[src/hdl/timeout_message_queue_defines.svh]
// Assertion macros for the timeout message queue.
// Included by the RTL file that carries the concurrent checks; no other dependency.
`ifndef TIMEOUT_MESSAGE_QUEUE_DEFINES_SVH
`define TIMEOUT_MESSAGE_QUEUE_DEFINES_SVH

`ifndef SYNTH
// Check a property on the rising clock edge, off while reset is low
`define TMQ_ASSERT(label, clk, rst_n, prop) \
    label: assert property (@(posedge clk) disable iff (!rst_n) prop) \
        else $error("timeout_message_queue: check failed");
// Check a property on the rising clock edge, also during reset
`define TMQ_ASSERT_ALWAYS(label, clk, prop) \
    label: assert property (@(posedge clk) prop) \
        else $error("timeout_message_queue: check failed");
`else
`define TMQ_ASSERT(label, clk, rst_n, prop)
`define TMQ_ASSERT_ALWAYS(label, clk, prop)
`endif

`endif

[src/hdl/tmq_pkg.sv]
// Shared types, constants and ring addressing for the timeout message queue.
// No dependencies; used by timeout_message_queue, tmq_alu and the bench.
`default_nettype none

package tmq_pkg;

    localparam int QUEUE_DEPTH = 32;
    localparam int MAX_RESULTS = 32;

    localparam int TIME_W   = 32;
    localparam int HANDLE_W = 8;
    localparam int DEST_W   = 4;
    localparam int DELAY_W  = 16;

    // Ring address, entry count and per-tick result count widths
    localparam int AW = (QUEUE_DEPTH > 1) ? $clog2(QUEUE_DEPTH) : 1;
    localparam int CW = $clog2(QUEUE_DEPTH + 1);
    localparam int NW = $clog2(MAX_RESULTS + 1);

    // Request and result codes
    localparam logic REQ_INSERT   = 1'b0;
    localparam logic REQ_TICK     = 1'b1;
    localparam logic KIND_DELIVER = 1'b0;
    localparam logic KIND_REJECT  = 1'b1;

    typedef struct packed {
        logic [TIME_W-1:0]   expiry;
        logic [HANDLE_W-1:0] handle;
        logic [DEST_W-1:0]   dest;
    } t_entry;

    localparam int ENTRY_W = $bits(t_entry);

    // Flags and sum from the shared arithmetic unit
    typedef struct packed {
        logic [TIME_W-1:0] sum;
        logic              lt;
        logic              le;
    } t_alu_res;

    // Physical slot of the entry at offset off from the front slot base
    function automatic logic [AW-1:0] ring_addr(input logic [AW-1:0] base,
                                                input logic [CW-1:0] off);
        logic [CW:0] s;
        s = {{(CW + 1 - AW){1'b0}}, base} + {1'b0, off};
        if (s >= (CW + 1)'(QUEUE_DEPTH)) begin
            s = s - (CW + 1)'(QUEUE_DEPTH);
        end
        return s[AW-1:0];
    endfunction

endpackage

`default_nettype wire

[src/hdl/timeout_message_queue.sv]
// Insert: busy while the walk from the tail moves later or equal entries one slot back;
// a full store gives the reject result in the next cycle, never busy.
// Tick: busy while expired entries are popped from the front, until one has not expired,
// the queue empties or the limit hits; the last result comes in the first idle cycle. One RAM
// read port and one shared add/compare unit serve both; a request is taken whenever busy is low.
// Receiver cannot stall results. Reset (synchronous, active low) empties queue, zeroes time.
`default_nettype none
`include "timeout_message_queue_defines.svh"

module timeout_message_queue (
    input  wire logic                            i_clk,
    input  wire logic                            i_rst_n,
    input  wire logic                            start,
    output logic                                 busy,
    input  wire logic                            i_req_type,
    input  wire logic [tmq_pkg::HANDLE_W-1:0]    i_msg_handle,
    input  wire logic [tmq_pkg::DEST_W-1:0]      i_dest_pid,
    input  wire logic [tmq_pkg::DELAY_W-1:0]     i_delay,
    output logic                                 o_strobe,
    output logic                                 o_kind,
    output logic      [tmq_pkg::HANDLE_W-1:0]    o_out_handle,
    output logic      [tmq_pkg::DEST_W-1:0]      o_out_dest,
    output logic                                 o_last
);

    localparam logic [2:0] ST_IDLE   = 3'd0;
    localparam logic [2:0] ST_INS_RD = 3'd1;
    localparam logic [2:0] ST_INS_CK = 3'd2;
    localparam logic [2:0] ST_POP_RD = 3'd3;
    localparam logic [2:0] ST_POP_CK = 3'd4;

    logic [2:0]                     r_state, n_state;
    logic [tmq_pkg::TIME_W-1:0]     r_time, n_time;
    logic [tmq_pkg::AW-1:0]         r_head, n_head;
    logic [tmq_pkg::CW-1:0]         r_count, n_count;
    logic [tmq_pkg::CW-1:0]         r_idx, n_idx;
    logic [tmq_pkg::NW-1:0]         r_nres, n_nres;
    tmq_pkg::t_entry                r_new, n_new;
    logic                           r_pend_valid, n_pend_valid;
    logic [tmq_pkg::HANDLE_W-1:0]   r_pend_handle, n_pend_handle;
    logic [tmq_pkg::DEST_W-1:0]     r_pend_dest, n_pend_dest;
    logic                           r_strobe, n_strobe;
    logic                           r_kind, n_kind;
    logic [tmq_pkg::HANDLE_W-1:0]   r_handle, n_handle;
    logic [tmq_pkg::DEST_W-1:0]     r_dest, n_dest;
    logic                           r_last, n_last;

    logic                           accept;
    logic                           ram_we, ram_re;
    logic [tmq_pkg::AW-1:0]         ram_waddr, ram_raddr;
    tmq_pkg::t_entry                ram_wdata, ram_rdata;
    logic [tmq_pkg::TIME_W-1:0]     alu_a, alu_b;
    tmq_pkg::t_alu_res              alu_res;

    assign busy   = (r_state != ST_IDLE);
    assign accept = start && !busy;

    // Entry store, kept as a ring with the front at r_head
    tmq_ram #(
        .WIDTH (tmq_pkg::ENTRY_W),
        .DEPTH (tmq_pkg::QUEUE_DEPTH)
    ) u_store (
        .i_clk   (i_clk),
        .i_we    (ram_we),
        .i_waddr (ram_waddr),
        .i_wdata (ram_wdata),
        .i_re    (ram_re),
        .i_raddr (ram_raddr),
        .o_rdata (ram_rdata)
    );

    // Shared unit: time update or new expiry sum when idle, expiry compare when checking an entry
    always_comb begin
        if (r_state == ST_IDLE) begin
            alu_a = r_time;
            alu_b = (i_req_type == tmq_pkg::REQ_TICK) ? tmq_pkg::TIME_W'(1)
                  : {{(tmq_pkg::TIME_W - tmq_pkg::DELAY_W){1'b0}}, i_delay};
        end else begin
            alu_a = ram_rdata.expiry;
            alu_b = (r_state == ST_INS_CK) ? r_new.expiry : r_time;
        end
    end

    tmq_alu u_alu (
        .i_a   (alu_a),
        .i_b   (alu_b),
        .o_res (alu_res)
    );

    // Sequencer: insertion walks from the tail, ticks pop from the front
    always_comb begin
        n_state       = r_state;
        n_time        = r_time;
        n_head        = r_head;
        n_count       = r_count;
        n_idx         = r_idx;
        n_nres        = r_nres;
        n_new         = r_new;
        n_pend_valid  = r_pend_valid;
        n_pend_handle = r_pend_handle;
        n_pend_dest   = r_pend_dest;
        n_strobe      = 1'b0;
        n_kind        = r_kind;
        n_handle      = r_handle;
        n_dest        = r_dest;
        n_last        = r_last;
        ram_we        = 1'b0;
        ram_waddr     = r_head;
        ram_wdata     = r_new;
        ram_re        = 1'b0;
        ram_raddr     = r_head;

        unique case (r_state)
            ST_IDLE: begin
                if (accept) begin
                    if (i_req_type == tmq_pkg::REQ_TICK) begin
                        n_time       = alu_res.sum;
                        n_nres       = '0;
                        n_pend_valid = 1'b0;
                        n_state      = ST_POP_RD;
                    end else if (r_count == tmq_pkg::CW'(tmq_pkg::QUEUE_DEPTH)) begin
                        // Store full: reject the request at once
                        n_strobe = 1'b1;
                        n_kind   = tmq_pkg::KIND_REJECT;
                        n_handle = i_msg_handle;
                        n_dest   = i_dest_pid;
                        n_last   = 1'b1;
                    end else begin
                        n_new.expiry = alu_res.sum;
                        n_new.handle = i_msg_handle;
                        n_new.dest   = i_dest_pid;
                        n_idx        = r_count;
                        n_state      = ST_INS_RD;
                    end
                end
            end
            ST_INS_RD: begin
                if (r_idx == '0) begin
                    // Reached the front: place the new entry there
                    ram_we    = 1'b1;
                    ram_waddr = r_head;
                    ram_wdata = r_new;
                    n_count   = r_count + 1'b1;
                    n_state   = ST_IDLE;
                end else begin
                    ram_re    = 1'b1;
                    ram_raddr = tmq_pkg::ring_addr(r_head, r_idx - 1'b1);
                    n_state   = ST_INS_CK;
                end
            end
            ST_INS_CK: begin
                ram_we    = 1'b1;
                ram_waddr = tmq_pkg::ring_addr(r_head, r_idx);
                if (alu_res.lt) begin
                    // Earlier entry found: new entry goes right behind it
                    ram_wdata = r_new;
                    n_count   = r_count + 1'b1;
                    n_state   = ST_IDLE;
                end else begin
                    // Move the later or equal entry one slot back
                    ram_wdata = ram_rdata;
                    n_idx     = r_idx - 1'b1;
                    n_state   = ST_INS_RD;
                end
            end
            ST_POP_RD: begin
                if (r_count == '0 || r_nres == tmq_pkg::NW'(tmq_pkg::MAX_RESULTS)) begin
                    if (r_pend_valid) begin
                        n_strobe = 1'b1;
                        n_kind   = tmq_pkg::KIND_DELIVER;
                        n_handle = r_pend_handle;
                        n_dest   = r_pend_dest;
                        n_last   = 1'b1;
                    end
                    n_pend_valid = 1'b0;
                    n_state      = ST_IDLE;
                end else begin
                    ram_re    = 1'b1;
                    ram_raddr = r_head;
                    n_state   = ST_POP_CK;
                end
            end
            ST_POP_CK: begin
                if (r_pend_valid) begin
                    n_strobe = 1'b1;
                    n_kind   = tmq_pkg::KIND_DELIVER;
                    n_handle = r_pend_handle;
                    n_dest   = r_pend_dest;
                    n_last   = !alu_res.le;
                end
                if (alu_res.le) begin
                    // Expired: hold it until we know whether it is the last
                    n_pend_valid  = 1'b1;
                    n_pend_handle = ram_rdata.handle;
                    n_pend_dest   = ram_rdata.dest;
                    n_head        = tmq_pkg::ring_addr(r_head, tmq_pkg::CW'(1));
                    n_count       = r_count - 1'b1;
                    n_nres        = r_nres + 1'b1;
                    n_state       = ST_POP_RD;
                end else begin
                    n_pend_valid = 1'b0;
                    n_state      = ST_IDLE;
                end
            end
            default: begin
                n_state = ST_IDLE;
            end
        endcase
    end

    // Control registers
    always_ff @(posedge i_clk) begin
        if (!i_rst_n) begin
            r_state      <= ST_IDLE;
            r_time       <= '0;
            r_head       <= '0;
            r_count      <= '0;
            r_nres       <= '0;
            r_pend_valid <= 1'b0;
            r_strobe     <= 1'b0;
        end else begin
            r_state      <= n_state;
            r_time       <= n_time;
            r_head       <= n_head;
            r_count      <= n_count;
            r_nres       <= n_nres;
            r_pend_valid <= n_pend_valid;
            r_strobe     <= n_strobe;
        end
    end

    // Payload registers
    always_ff @(posedge i_clk) begin
        r_idx         <= n_idx;
        r_new         <= n_new;
        r_pend_handle <= n_pend_handle;
        r_pend_dest   <= n_pend_dest;
        r_kind        <= n_kind;
        r_handle      <= n_handle;
        r_dest        <= n_dest;
        r_last        <= n_last;
    end

    assign o_strobe     = r_strobe;
    assign o_kind       = r_kind;
    assign o_out_handle = r_handle;
    assign o_out_dest   = r_dest;
    assign o_last       = r_last;

    // Checks
    `TMQ_ASSERT(a_count_bound, i_clk, i_rst_n, r_count <= tmq_pkg::CW'(tmq_pkg::QUEUE_DEPTH))
    `TMQ_ASSERT(a_nres_bound, i_clk, i_rst_n, r_nres <= tmq_pkg::NW'(tmq_pkg::MAX_RESULTS))
    `TMQ_ASSERT(a_reject_cause, i_clk, i_rst_n, (o_strobe && o_kind == tmq_pkg::KIND_REJECT) |-> $past(accept && i_req_type == tmq_pkg::REQ_INSERT))
    `TMQ_ASSERT(a_deliver_in_tick, i_clk, i_rst_n, (o_strobe && o_kind == tmq_pkg::KIND_DELIVER) |-> $past(r_state == ST_POP_RD || r_state == ST_POP_CK))
    `TMQ_ASSERT(a_tick_busy, i_clk, i_rst_n, (accept && i_req_type == tmq_pkg::REQ_TICK) |=> busy)
    `TMQ_ASSERT_ALWAYS(a_reset_quiet, i_clk, !$past(i_rst_n) |-> !o_strobe)

endmodule

`default_nettype wire

[src/hdl/tmq_ram.sv]
// Generic single-write, single-read RAM with registered read data.
// No dependencies.
`default_nettype none

module tmq_ram #(
    parameter int WIDTH = 8,
    parameter int DEPTH = 32
) (
    input  wire logic                             i_clk,
    input  wire logic                             i_we,
    input  wire logic [$clog2(DEPTH)-1:0]         i_waddr,
    input  wire logic [WIDTH-1:0]                 i_wdata,
    input  wire logic                             i_re,
    input  wire logic [$clog2(DEPTH)-1:0]         i_raddr,
    output logic      [WIDTH-1:0]                 o_rdata
);

    logic [WIDTH-1:0] r_mem [DEPTH];
    logic [WIDTH-1:0] r_rdata;

    // Write port
    always_ff @(posedge i_clk) begin
        if (i_we) begin
            r_mem[i_waddr] <= i_wdata;
        end
    end

    // Registered read port
    always_ff @(posedge i_clk) begin
        if (i_re) begin
            r_rdata <= r_mem[i_raddr];
        end
    end

    assign o_rdata = r_rdata;

endmodule

`default_nettype wire

[src/hdl/tmq_alu.sv]
// Shared 32-bit adder and unsigned comparator of the timeout message queue.
// Depends on tmq_pkg.
`default_nettype none

module tmq_alu (
    input  wire logic [tmq_pkg::TIME_W-1:0] i_a,
    input  wire logic [tmq_pkg::TIME_W-1:0] i_b,
    output tmq_pkg::t_alu_res               o_res
);

    // Wrapping sum and unsigned ordering of the two operands
    always_comb begin
        o_res.sum = i_a + i_b;
        o_res.lt  = (i_a < i_b);
        o_res.le  = (i_a <= i_b);
    end

endmodule

`default_nettype wire

[config.mk]
export PLATFORM = sky130hd
export DESIGN_NAME = timeout_message_queue
export DESIGN_NICKNAME = d
export VERILOG_FILES = /design/src/hdl/tmq_pkg.sv /design/src/hdl/timeout_message_queue.sv /design/src/hdl/tmq_ram.sv /design/src/hdl/tmq_alu.sv
export VERILOG_INCLUDE_DIRS = /design/src /design/src/hdl
export SDC_FILE = /design/constraint.sdc
export NUM_CORES = 2
export LEC_CHECK = 0
export ABC_AREA = 0
export BUFFER_PORTS_ARGS = -buffer_cell sky130_fd_sc_hd__buf_2
export CORE_MARGIN = 2
export CORE_UTILIZATION = 40
export CTS_BUF_LIST = sky130_fd_sc_hd__clkbuf_8
export DETAILED_ROUTE_END_ITERATION = 10
export PLACE_DENSITY = 0.65
export SLEW_MARGIN = 20
export SYNTH_ARGS = -nofsm -noshare
export SYNTH_HDL_FRONTEND = slang
export SYNTH_SLANG_ARGS = --single-unit
[constraint.sdc]
create_clock -name i_clk -period 12.1 [get_ports i_clk]
set_input_delay 0.605 -clock i_clk [delete_from_list [all_inputs] [get_ports i_clk]]
set_output_delay 0.605 -clock i_clk [all_outputs]
set_load 0.1 [all_outputs]
==> reports/metrics.yaml <==
logic_synthesis:
  synth_warnings: 0
  synth_edf_count: 1528
  syn_nets: 5064
  synth_area_per_cell_sq_um: 13.2
  netlist_area_sq_um: 65300
  synth-seq-cells: 1582
  syn_inst: 4949
  seq_area_frac_synth_pct: 71.9
  ys.flop_type: "edfxtp_1"
  synth_cell_types: 73
  ys_async_sr_fraction_pct: 0
setup_path:
  cp-end-kind: "flop"
  cpPeakStageDelay_ps: 990
  r2r_start: "r_state[2]"
  crit_chain: "or2_2 > nor2_4 > buf_4 > mux2_2 > ha_1 > a21o_1 > a21o_1 > a21oi_1 > o21ai_1 > a21oi_1 > o22a_2 > buf_4 > mux2_1"
  cpMaxStageDelayCell: "o22a_2"
  r2r_end: "u_store.r_mem[31][40]"
  cp_max_fo: 32
  critPathKind: "reg -> reg"
  ff2ff_path_depth: 13
  arrival_ps: 7200
  path_buf_inv: 2
  start_kind: "flop"
  critPathTopFamily: "compound AO/OA/AOI/OAI gates"
  reg2reg_slack_ps: 5490
  required_ps: 12700
final_layout:
  multiInputGateArea_sq_um: 17200
  regArea_sq_um: 47000
  final_nets: 5142
  area_growth_pct: 10.8
  final.fill_count: 14500
  drive_gt1_share_pct: 10.2
  fin_area_sq_um: 72400
  fin_cells: 7390
worst_hold_path:
  min_path_type: "in -> reg"
  min_to: "r_nres[1]"
  whs_path_depth: 3
  min_from: "i_req_type"
timing:
  setup-tns-final_ps: 0
  fin_skew_ps: 59.1
  worst_pin_slew_ps: 1200
  timing.fmax_ghz: 0.151
  min_period_ps: 6610
  rsz0062_at_grt: "false"
  hold_viol: 0
  fin_crit_sh_pct: 54.6
  slew_headroom_pct: 19.8
  maxSlewViolCount: 0
  final.setup.worst_slack_ps: 5490
  finalSetupViolations: 0
  holdWs_ps: 124
global_route:
  grt_overflow: 0
  grt_pass1_wl_mm: 279
  grt_max_degree: 175
  antenna_found_initial: 4
  grt_pass1_vias: 40200
  track_usage_pct: 23.0
route:
  wl_mm: 197
  postRouteAntennaNets: 0
  wl_per_cell_microns: 26.6
  firstDrtPassIters: 6
  vias_per_cell: 5.82
  first_iter_violations: 6274
  vias: 43000
  drcViolationCount: 0
floorplanning:
  start_util_pct: 40.2
  die_w_microns: 408
  ios: 48
  die_h_microns: 408
  rows: 148
  die-area_sq_um: 167000
  core_area_sq_um: 163000
cts:
  numCtsBuffers: 226
  path_clk_slew_ps: 60
  cts_setup_buffers: 0
  cts.sinks: 1582
  clock_latency_ps: 980
  cts.path.max_buffers: 3
  cts_hold_buf: 12
  cts_tree: "done"
  clock-root-buffer: "clkbuf_8"
  cts_resized: 0
  htree_levels: 4
pwr:
  power_density_nw_per_um2: 183
  leakagePower_nw: 24.8
  ir_drop_v: 0.000162
run_status:
  outcome: "finished, final reports clean"
place:
  place_ws_ps: 5640
  routabilityCongestion: 0.912
  dp.cells: 6962
  io_buffers: 47
  place_area_sq_um: 68200
  hpwl_mm: 97.6
job:
  drv_cap: 0
## synth_stat cells, types with 6 or more instances
cell | n | share of area (%)
mux2i_1 | 138 | 2.1
and3_1 | 8 | 0.077
a31o_2 | 7 | 0.094
o31ai_1 | 11 | 0.13
buf_2 | 107 | 0.82
nor2b_1 | 6 | 0.057
xor2_1 | 16 | 0.21
xnor2_1 | 34 | 0.46
ha_1 | 79 | 1.5
o21bai_1 | 9 | 0.10
edfxtp_1 | 1528 | 70
nand2b_1 | 11 | 0.11
a221o_1 | 44 | 0.67
o21a_1 | 6 | 0.069
a311oi_1 | 44 | 0.59
nand2_1 | 1309 | 7.5
or3_1 | 6 | 0.057
nand4_1 | 11 | 0.11
nand3_1 | 476 | 3.6
mux2_2 | 52 | 0.90
nor3_1 | 58 | 0.44
a22oi_1 | 17 | 0.20
a21o_1 | 18 | 0.21
buf_1 | 40 | 0.23
clkbuf_1 | 147 | 0.84
a31oi_1 | 91 | 0.87
inv_1 | 74 | 0.43
nand3b_1 | 6 | 0.069
a32oi_1 | 131 | 1.8
a21oi_1 | 93 | 0.71
and2_1 | 18 | 0.17
o21ai_0 | 42 | 0.32
dfxtp_1 | 54 | 1.7
mux2_1 | 39 | 0.67
nor2_1 | 134 | 0.77
## logic make-up (layout without fill, tap and decap cells)
group | count (synthesis) | after routing | share of synthesized area [%]
AO/OA/AOI/OAI | 561 | 561 | 6.38
XOR/XNOR | 51 | 51 | 0.695
adder cells (fa/ha/maj) | 83 | 83 | 1.64
buffers and inverters | 375 | 639 | 2.39
flip-flops | 1582 | 1582 | 71.9
multiplexers | 230 | 230 | 3.72
other | 0 | 2 | 0
AND/OR/NAND/NOR | 2067 | 2067 | 13.3
## per-layer routing
layer	track usage [%]	wire, microns	share of wire [%]
met5	0	0	0
met4	8.74	7370	3.7
met3	4.80	23400	12
met2	35.8	88900	45
met1	31.8	77000	39
## metrics by stage
stage          utilization [%]  power (mW)
4_1_cts                   44.5        13.2
3_3_place_gp              41.9        9.30
6_report                  44.5        13.2
5_1_grt                   44.5        13.7
2_1_floorplan                -        8.45
3_5_place_dp              41.9        9.34
## final cells by class
| cell class | count | share of cell area, % |
|---|---|---|
| clock buffers | 227 | 4.31 |
| well taps | 2175 | 3.76 |
| clock inverters | 187 | 1.39 |
| flip-flops and latches | 1582 | 64.8 |
| multi-input cells | 2992 | 23.8 |
| repair buffers | 149 | 1.48 |
| diodes | 2 | 0.00691 |
| inverters | 76 | 0.394 |
## flip-flops by register name (all words and copies together), names as in the netlist, 6 cells and up
register and flops:
o_out_handle 8, r_time 32, r_idx 6, r_count 6, r_pend_handle 8, u_store.o_rdata 44, r_nres 6, u_store.r_mem 1408
r_new 44
## worst min-delay path: stages
cell	delay [ps]
buf_2	150
and3_1	210
o41ai_1	70
## cell usage in the layout (no fill, tap or decap), types with 8 or more instances in the layout
cell type	count
a21o_1	17
a21oi_1	93
a221o_1	44
a22oi_1	17
a311oi_1	44
a31oi_1	91
a32oi_1	131
and2_1	18
and3_1	8
buf_2	47
buf_4	87
clkbuf_8	227
clkinv_1	73
clkinv_2	17
dfxtp_1	53
dlygate4sd3_1	12
edfxtp_1	1528
ha_1	79
inv_1	151
mux2_1	39
mux2_2	51
mux2i_1	138
nand2_1	1306
nand2b_1	11
nand3_1	476
nand4_1	11
nor2_1	99
nor2_4	36
nor3_1	58
o21ai_0	42
o21bai_1	9
o31ai_1	9
xnor2_1	34
xor2_1	16
## report_power, final
part / leakage, nW / switching (mW) / internal (mW) / total (mW)
sequential: 14.2 / 0.112 / 6.52 / 6.63
clock: 2.38 / 2.05 / 1.89 / 3.93
combinational: 8.24 / 1.93 / 0.735 / 2.66
total: 24.8 / 4.09 / 9.14 / 13.2
## worst max-delay path by stage
stage | start | end | cells past startpoint
after floorplan | r_state[2] | u_store.r_mem[0][10] | 19
after global placement | r_state[2] | u_store.r_mem[2][4] | 13
after detailed placement | r_state[2] | u_store.r_mem[2][6] | 13
after CTS | r_state[2] | u_store.r_mem[21][40] | 13
after global routing | r_state[2] | u_store.r_mem[4][38] | 13
final | r_state[2] | u_store.r_mem[31][40] | 13
Note: power is estimated with default switching activity, not from simulation.
